--- config.mk ---
export PLATFORM = sky130hd
export DESIGN_NAME = rx_fifo_with_packet_framer
export DESIGN_NICKNAME = d
export VERILOG_FILES = /design/src/hw/rtl/rxf_pkg.sv /design/src/hw/rtl/rxf_ram.sv /design/src/hw/rtl/rxf_framer.sv /design/src/hw/rtl/rx_fifo_with_packet_framer.sv
export SDC_FILE = /design/constraint.sdc
export NUM_CORES = 2
export LEC_CHECK = 0
export ABC_AREA = 1
export BUFFER_PORTS_ARGS = -buffer_cell sky130_fd_sc_hd__clkbuf_2
export CAP_MARGIN = 40
export CORE_MARGIN = 2
export CORE_UTILIZATION = 56
export DETAILED_ROUTE_END_ITERATION = 6
export PLACE_DENSITY = 0.75
export SLEW_MARGIN = 20
export SYNTH_ARGS = -nofsm -noshare
export SYNTH_HDL_FRONTEND = slang
export SYNTH_SLANG_ARGS = --single-unit
export TNS_END_PERCENT = 30
--- constraint.sdc ---
create_clock -name clk -period 17.6 [get_ports clk]
set_input_delay 0.88 -clock clk [delete_from_list [all_inputs] [get_ports clk]]
set_output_delay 0.88 -clock clk [all_outputs]
set_load 0.01 [all_outputs]
--- src/hw/rtl/rxf_pkg.sv ---
// Shared types and constants for the receive FIFO and packet framer.
package rxf_pkg;

	// Receive ring; the pointer arithmetic wraps naturally, so the depth is a power of two.
	localparam int unsigned FifoDepth = 256;
	localparam int unsigned FifoAw    = $clog2(FifoDepth);

	// Packet store holds PktLimit bytes plus the terminator slot.
	localparam int unsigned PktLimit  = 99;
	localparam int unsigned PktDepth  = PktLimit + 1;
	localparam int unsigned PktAw     = $clog2(PktDepth);

	localparam int unsigned CountMax  = 255;

	typedef enum logic [2:0] {
		OP_RECEIVE     = 3'd0,
		OP_POP         = 3'd1,
		OP_DISCARD     = 3'd2,
		OP_CLEAR_FLAG  = 3'd3,
		OP_READ_PACKET = 3'd4
	} op_t;

	typedef enum logic [2:0] {
		REG_START_A = 3'd0,
		REG_START_B = 3'd1,
		REG_START_C = 3'd2,
		REG_END_A   = 3'd3,
		REG_END_B   = 3'd4
	} reg_idx_t;

	typedef struct packed {
		logic [7:0] start_a;
		logic [7:0] start_b;
		logic [7:0] start_c;
		logic [7:0] end_a;
		logic [7:0] end_b;
	} chars_t;

	typedef struct packed {
		logic             step;
		op_t              op;
		logic [7:0]       rx_byte;
		logic [PktAw-1:0] idx;
	} frm_req_t;

endpackage

--- src/hw/rtl/rxf_ram.sv ---
// Generic single-write, single-read RAM with registered read data.
module rxf_ram #(
	parameter int unsigned WIDTH = 8,
	parameter int unsigned DEPTH = 256
) (
	input  logic                     clk,
	input  logic                     we,
	input  logic [$clog2(DEPTH)-1:0] waddr,
	input  logic [WIDTH-1:0]         wdata,
	input  logic                     re,
	input  logic [$clog2(DEPTH)-1:0] raddr,
	output logic [WIDTH-1:0]         rdata
);

	logic [WIDTH-1:0] mem [DEPTH];
	logic [WIDTH-1:0] rdata_q;

	always_ff @(posedge clk) begin
		if (we) begin
			mem[waddr] <= wdata;
		end
		if (re) begin
			rdata_q <= mem[raddr];
		end
	end

	assign rdata = rdata_q;

endmodule

--- src/hw/rtl/rxf_framer.sv ---
// Packet framer: start/end detection, packet store and ready flag.
module rxf_framer (
	input  logic                  clk,
	input  logic                  arst_n,
	input  rxf_pkg::frm_req_t     req,
	input  rxf_pkg::chars_t       chars,
	output logic                  ready_nxt,
	output logic [7:0]            pkt_data
);

	logic                         active_q;
	logic [rxf_pkg::PktAw-1:0]    fill_q;
	logic [rxf_pkg::PktDepth-1:0] valid_q;
	logic                         ready_q;
	logic                         hit_q;

	logic                         active_n;
	logic [rxf_pkg::PktAw-1:0]    fill_n;
	logic [rxf_pkg::PktDepth-1:0] valid_n;
	logic [rxf_pkg::PktAw-1:0]    fill_inc;
	logic                         take;
	logic                         start_hit;
	logic                         end_hit;
	logic                         we;
	logic [rxf_pkg::PktAw-1:0]    waddr;
	logic                         re;
	logic                         idx_ok;
	logic [7:0]                   ram_rdata;

	assign take      = req.step && (req.op == rxf_pkg::OP_RECEIVE);
	assign re        = req.step && (req.op == rxf_pkg::OP_READ_PACKET);
	assign start_hit = (req.rx_byte == chars.start_a) || (req.rx_byte == chars.start_b) ||
	                   (req.rx_byte == chars.start_c);
	assign end_hit   = (req.rx_byte == chars.end_a) || (req.rx_byte == chars.end_b);
	assign fill_inc  = fill_q + rxf_pkg::PktAw'(1);
	assign idx_ok    = req.idx <= rxf_pkg::PktAw'(rxf_pkg::PktLimit);

	// Entries without a valid bit read as zero; the terminator is written by
	// dropping the valid bit of the slot after the last byte.
	always_comb begin
		active_n  = active_q;
		fill_n    = fill_q;
		valid_n   = valid_q;
		ready_nxt = ready_q;
		we        = 1'b0;
		waddr     = fill_q;
		if (take) begin
			if (!active_q) begin
				if (start_hit) begin
					we         = 1'b1;
					waddr      = '0;
					valid_n[0] = 1'b1;
					active_n   = 1'b1;
					fill_n     = rxf_pkg::PktAw'(1);
				end
			end else begin
				we              = 1'b1;
				valid_n[fill_q] = 1'b1;
				fill_n          = fill_inc;
				if (end_hit || (fill_inc >= rxf_pkg::PktAw'(rxf_pkg::PktLimit))) begin
					valid_n[fill_inc] = 1'b0;
					ready_nxt         = 1'b1;
					active_n          = 1'b0;
				end
			end
		end
		if (req.step && (req.op == rxf_pkg::OP_CLEAR_FLAG)) begin
			ready_nxt = 1'b0;
		end
	end

	always_ff @(posedge clk or negedge arst_n) begin
		if (!arst_n) begin
			active_q <= 1'b0;
			fill_q   <= '0;
			valid_q  <= '0;
			ready_q  <= 1'b0;
			hit_q    <= 1'b0;
		end else begin
			active_q <= active_n;
			fill_q   <= fill_n;
			valid_q  <= valid_n;
			ready_q  <= ready_nxt;
			if (req.step) begin
				hit_q <= re && idx_ok && valid_q[req.idx];
			end
		end
	end

	rxf_ram #(
		.WIDTH(8),
		.DEPTH(rxf_pkg::PktDepth)
	) u_pkt_ram (
		.clk  (clk),
		.we   (we),
		.waddr(waddr),
		.wdata(req.rx_byte),
		.re   (re),
		.raddr(req.idx),
		.rdata(ram_rdata)
	);

	assign pkt_data = hit_q ? ram_rdata : 8'd0;

	a_active_fill: assert property (@(posedge clk) disable iff (!arst_n)
		active_q |-> (fill_q != '0) && (fill_q < rxf_pkg::PktAw'(rxf_pkg::PktLimit)))
		else $error("framer fill out of range while packet open");

	a_close_sets_ready: assert property (@(posedge clk) disable iff (!arst_n)
		$fell(active_q) |-> ready_q)
		else $error("packet closed without ready flag");

	a_ready_from_close: assert property (@(posedge clk) disable iff (!arst_n)
		$rose(ready_q) |-> $past(active_q))
		else $error("ready flag rose with no open packet");

endmodule

--- src/hw/rtl/rx_fifo_with_packet_framer.sv ---
// Top level: input register, receive ring FIFO, framer and result register.
// Throughput: one word per cycle; the only coupling is the result register's stall.
// FIFO and packet store are single-write RAMs with registered read, one access each per word.
// Reset: pointers, framer, ready flag and packet-store valid bits clear at once; no sweep.
// Start/end characters reset to '#', '$', '@', LF and CR.
module rx_fifo_with_packet_framer (
	input  logic        clk,
	input  logic        arst_n,
	input  logic        in_valid,
	output logic        in_stall,
	input  logic [2:0]  operation,
	input  logic [7:0]  rx_byte,
	input  logic [6:0]  packet_index,
	output logic        out_valid,
	input  logic        out_stall,
	output logic [7:0]  read_data,
	output logic        fifo_was_empty,
	output logic [7:0]  fifo_count,
	output logic        packet_ready,
	input  logic        cfg_valid,
	output logic        cfg_ready,
	input  logic [2:0]  cfg_index,
	input  logic [7:0]  cfg_data
);

	logic                       valid_s1;
	rxf_pkg::op_t               op_s1;
	logic [7:0]                 byte_s1;
	logic [6:0]                 idx_s1;

	logic                       valid_s2;
	logic                       empty_s2;
	logic [7:0]                 count_s2;
	logic                       ready_s2;
	logic                       fifo_sel_s2;

	logic [rxf_pkg::FifoAw-1:0] wp_q;
	logic [rxf_pkg::FifoAw-1:0] rp_q;
	logic [rxf_pkg::FifoAw-1:0] wp_n;
	logic [rxf_pkg::FifoAw-1:0] rp_n;
	logic [rxf_pkg::FifoAw-1:0] used_n;
	rxf_pkg::chars_t            chars_q;

	logic                       adv;
	logic                       fifo_empty;
	logic                       fifo_full;
	logic                       push;
	logic                       pop;
	logic                       ready_nxt;
	logic [7:0]                 fifo_rdata;
	logic [7:0]                 pkt_data;
	rxf_pkg::frm_req_t          frm_req;

	assign adv      = valid_s1 && (!valid_s2 || !out_stall);
	assign in_stall = valid_s1 && !adv;

	always_ff @(posedge clk or negedge arst_n) begin
		if (!arst_n) begin
			valid_s1 <= 1'b0;
		end else if (!in_stall) begin
			valid_s1 <= in_valid;
		end
	end

	always_ff @(posedge clk) begin
		if (in_valid && !in_stall) begin
			op_s1   <= rxf_pkg::op_t'(operation);
			byte_s1 <= rx_byte;
			idx_s1  <= packet_index;
		end
	end

	// Ring FIFO, one slot kept free
	assign fifo_empty = (wp_q == rp_q);
	assign fifo_full  = ((wp_q + rxf_pkg::FifoAw'(1)) == rp_q);
	assign push       = adv && (op_s1 == rxf_pkg::OP_RECEIVE) && !fifo_full;
	assign pop        = adv && (op_s1 == rxf_pkg::OP_POP) && !fifo_empty;

	always_comb begin
		wp_n = wp_q;
		rp_n = rp_q;
		if (push) begin
			wp_n = wp_q + rxf_pkg::FifoAw'(1);
		end
		if (pop) begin
			rp_n = rp_q + rxf_pkg::FifoAw'(1);
		end
		if (adv && (op_s1 == rxf_pkg::OP_DISCARD)) begin
			rp_n = wp_q;
		end
	end

	assign used_n = wp_n - rp_n;

	always_ff @(posedge clk or negedge arst_n) begin
		if (!arst_n) begin
			wp_q <= '0;
			rp_q <= '0;
		end else begin
			wp_q <= wp_n;
			rp_q <= rp_n;
		end
	end

	rxf_ram #(
		.WIDTH(8),
		.DEPTH(rxf_pkg::FifoDepth)
	) u_fifo_ram (
		.clk  (clk),
		.we   (push),
		.waddr(wp_q),
		.wdata(byte_s1),
		.re   (pop),
		.raddr(rp_q),
		.rdata(fifo_rdata)
	);

	assign frm_req.step    = adv;
	assign frm_req.op      = op_s1;
	assign frm_req.rx_byte = byte_s1;
	assign frm_req.idx     = idx_s1;

	rxf_framer u_framer (
		.clk      (clk),
		.arst_n   (arst_n),
		.req      (frm_req),
		.chars    (chars_q),
		.ready_nxt(ready_nxt),
		.pkt_data (pkt_data)
	);

	// Configuration registers
	assign cfg_ready = 1'b1;

	always_ff @(posedge clk or negedge arst_n) begin
		if (!arst_n) begin
			chars_q.start_a <= 8'd35;
			chars_q.start_b <= 8'd36;
			chars_q.start_c <= 8'd64;
			chars_q.end_a   <= 8'd10;
			chars_q.end_b   <= 8'd13;
		end else if (cfg_valid && cfg_ready) begin
			case (rxf_pkg::reg_idx_t'(cfg_index))
				rxf_pkg::REG_START_A: chars_q.start_a <= cfg_data;
				rxf_pkg::REG_START_B: chars_q.start_b <= cfg_data;
				rxf_pkg::REG_START_C: chars_q.start_c <= cfg_data;
				rxf_pkg::REG_END_A:   chars_q.end_a   <= cfg_data;
				rxf_pkg::REG_END_B:   chars_q.end_b   <= cfg_data;
				default: ;
			endcase
		end
	end

	// Result register; read data comes from the RAM output registers, which
	// only load when a word advances, so they hold while stalled.
	always_ff @(posedge clk or negedge arst_n) begin
		if (!arst_n) begin
			valid_s2 <= 1'b0;
		end else if (adv) begin
			valid_s2 <= 1'b1;
		end else if (!out_stall) begin
			valid_s2 <= 1'b0;
		end
	end

	always_ff @(posedge clk) begin
		if (adv) begin
			empty_s2    <= (op_s1 == rxf_pkg::OP_POP) && fifo_empty;
			fifo_sel_s2 <= pop;
			ready_s2    <= ready_nxt;
			count_s2    <= (32'(used_n) > 32'(rxf_pkg::CountMax)) ? 8'(rxf_pkg::CountMax)
			                                                       : 8'(used_n);
		end
	end

	assign out_valid      = valid_s2;
	assign read_data      = fifo_sel_s2 ? fifo_rdata : pkt_data;
	assign fifo_was_empty = empty_s2;
	assign fifo_count     = count_s2;
	assign packet_ready   = ready_s2;

	a_empty_pop_zero: assert property (@(posedge clk) disable iff (!arst_n)
		out_valid && fifo_was_empty |-> (read_data == 8'd0))
		else $error("pop from empty FIFO returned data");

	a_adv_loads_result: assert property (@(posedge clk) disable iff (!arst_n)
		adv |=> out_valid)
		else $error("advanced word did not reach result register");

	a_flow_no_stall: assert property (@(posedge clk) disable iff (!arst_n)
		valid_s1 && !out_stall |-> !in_stall)
		else $error("input stalled while output flows");

endmodule

==> results.yml <==
status:
  status: "finished clean"
die:
  fp.coreArea_um2: 218000
  fp-row-count: 171
  die-area_um2: 223000
  io_pins: 55
  fp.dieW_um: 473
  initial_core_util_pct: 56.5
  die_y_um: 473
global_routing:
  grt_pass1_vias: 79200
  antenna_found_initial: 5
  grt_use_total_pct: 29.8
  gr-total-overflow: 0
  grt_max_degree: 224
  grt_pass1_wl_mm: 503
sta:
  period_minus_slack_ns: 5.35
  rsz0062_at_grt: "false"
  tns_ns: 0
  max_freq_ghz: 0.187
  layout_setup_ws_ns: 12.25
  setup_viol: 0
  timing.slew.headroom_pct: 21.8
  final-hold-violation-count: 0
  slew_viol_final: 0
  tightest_slew_ns: 1.17
  skew_ns: 0.102
  period_share_pct: 30.4
power_and_ir_drop:
  power_density_nw_per_um2: 146
  power_leakage_uw: 0.0452
  peakVddDrop_uv: 175
place:
  hpwlAfterDp_mm: 195
  routabilityCongestion: 0.950
  preCtsSetupSlack_ns: 12.38
  portBuffers: 53
job:
  cap_violations: 0
critical_path:
  crit_type: "flip-flop to flip-flop"
  worstSetupStartpointType: "flip-flop"
  worst-r2r-setup-slack_ns: 12.25
  worstPathArrival_ns: 6.04
  path_max_fanout: 50
  r2r_start: "rp_q[2]"
  cp.required_ns: 18.28
  cp-startpoint: "rp_q[2]"
  end_kind: "flip-flop"
drt:
  wl_per_cell_um: 26.8
  antenna_left: 0
  drt_first_pass_iters: 6
  drtIter0Drc: 13700
  finalWirelength_mm: 342
  avgViaCountPerCell: 6.59
  num_vias: 84000
  drc: 0
worst_hold_path:
  hp-class: "input pin to flip-flop"
  min_from: "rx_byte[3]"
clocking:
  clk_pin_slew_worst_paths_ns: 0.06
  cts-buffers-inserted: 316
  ctsResizeCount: 0
  clock_path_buffers: 4
  cts_sinks: 3061
  htree_levels: 5
  insertion_delay_ns: 0.96
  post_cts_buffers: 0
  tritoncts: "built"
  ctsRootBufferMaster: "clkbuf_16"
synthesis:
  synth_fp_nets: 9747
  synthFlopType: "edfxtp_1"
  synthDistinctLibCells: 53
  ys_ff_latch: 3061
  synth-async-reset-ratio_pct: 5.49
  synthCells: 9698
  syn_area_um2: 123000
  avgSynthCellArea_um2: 12.7
  ys_warn_count: 0
  synth_edf_count: 2893
  yosysSeqAreaShare_pct: 74.1
layout:
  final_common_cell: "edfxtp_1"
  drive_above_1_share_pct: 8.73
  area_growth_pct: 11.5
  fillers: 15200
  seq_area_um2: 91100
  final_nets: 9720
  final_cell_mix: "2,893 x edfxtp_1, 1,913 x nor2_1, 1,586 x o21ai_0, 594 x nand2_1, 485 x o22ai_1"
  multiInputGateArea_um2: 28000
==> where the power goes <==
| part | internal (uW) | switching (uW) |
|---|---|---|
| Combinational | 1390 | 3850 |
| Clock | 3800 | 2730 |
| Sequential | 8080 | 133 |
| Total | 13300 | 6710 |
==> worst max-delay path, cell delays in order (launching register included) <==
cell and delay (ns):
dfrtp_4 0.70, inv_4 0.66, buf_4 0.78, nand2_1 0.14, nand2_1 0.10, nand2_1 0.05
nor2_1 0.13, nand2_1 0.15, nand2_2 0.13, inv_2 0.19, nand2_1 0.14, nand2_1 0.06
nand3_1 0.10, o21ai_0 0.17, ha_1 0.40, a21oi_1 0.15, nand2_1 0.11, a21oi_1 0.16
o21bai_1 0.11, nand2_1 0.09, nand2_1 0.06, a21oi_1 0.16, xnor2_1 0.16, xnor2_1 0.12
==> per-layer routing <==
layer	vias to the layer above	wire [um]	track usage [%]
li1	35800	-	-
met4	6	19900	15.2
met2	6254	159000	46.4
met5	-	30	0
met1	40900	123000	40.7
met3	1108	40000	5.36
==> registers in the layout, indices dropped and copies added, names as in the netlist, 8 cells and up, named ones only <==
register / cells
u_fifo_ram.mem: 2048
u_framer.valid_q: 100
byte_s1: 8
u_framer.u_pkt_ram.mem: 800
u_fifo_ram.rdata: 8
chars_q: 40
rp_q: 8
fifo_count: 8
u_framer.u_pkt_ram.rdata: 8
==> synthesized netlist by cell type, drive strengths merged (87+ instances only) <==
master / count / area (um^2)
edfxtp: 2893 / 86900
nor2: 1924 / 7270
o21ai: 1598 / 8010
nand2: 613 / 2350
o22ai: 485 / 3030
clkbuf: 463 / 1740
nand3: 456 / 2300
o221ai: 284 / 2490
buf: 232 / 1330
inv: 220 / 826
dfrtp: 157 / 3930
a21oi: 106 / 531
o211ai: 87 / 658
==> what timing repair did <==
action	4_1_cts	5_1_grt
endpoints found under the setup margin	0	0
hold buffers	1	0
endpoints found under the hold margin	52	0
==> logic make-up after synthesis <==
family,share of synthesized area (%)
adder cells (fa/ha/maj),0.159
flip-flops,74.1
AND/OR/NAND/NOR,10.1
AO/OA/AOI/OAI,12.0
other,0.00305
XOR/XNOR,0.392
buffers and inverters,3.18
==> metrics by stage <==
stage	power [uW]	hold WS, ns	instances	instance area, um^2	utilization [%]
3_3_place_gp	13100	0.462	12000	125000	57.4
5_1_grt	20600	0.0760	12800	137000	63.0
4_1_cts	19700	0.0649	12700	136000	62.4
2_1_floorplan	11600	0.450	9698	123000	-
3_5_place_dp	13300	0.477	12100	126000	57.9
6_report	20000	0.104	12800	137000	63.0
==> layout make-up <==
class	instances	share of cell area, %
diodes	3	0.00548
well taps	2854	2.61
inverters	224	0.639
repair buffers	350	2.59
multi-input cells	5718	20.4
flip-flops and latches	3061	66.5
clock inverters	150	1.16
clock buffers	397	6.10
==> final timing paths <==
path	cells after the start	to
max	23	fifo_count[7]
min	1	byte_s1[3]
max reg2reg	23	fifo_count[7]
min reg2reg	2	u_framer.valid_q[81]
max in group asynchronous	5	u_framer.valid_q[83]
min in group asynchronous	2	chars_q[25]
No activity file was read; power rests on OpenSTA's default activity.
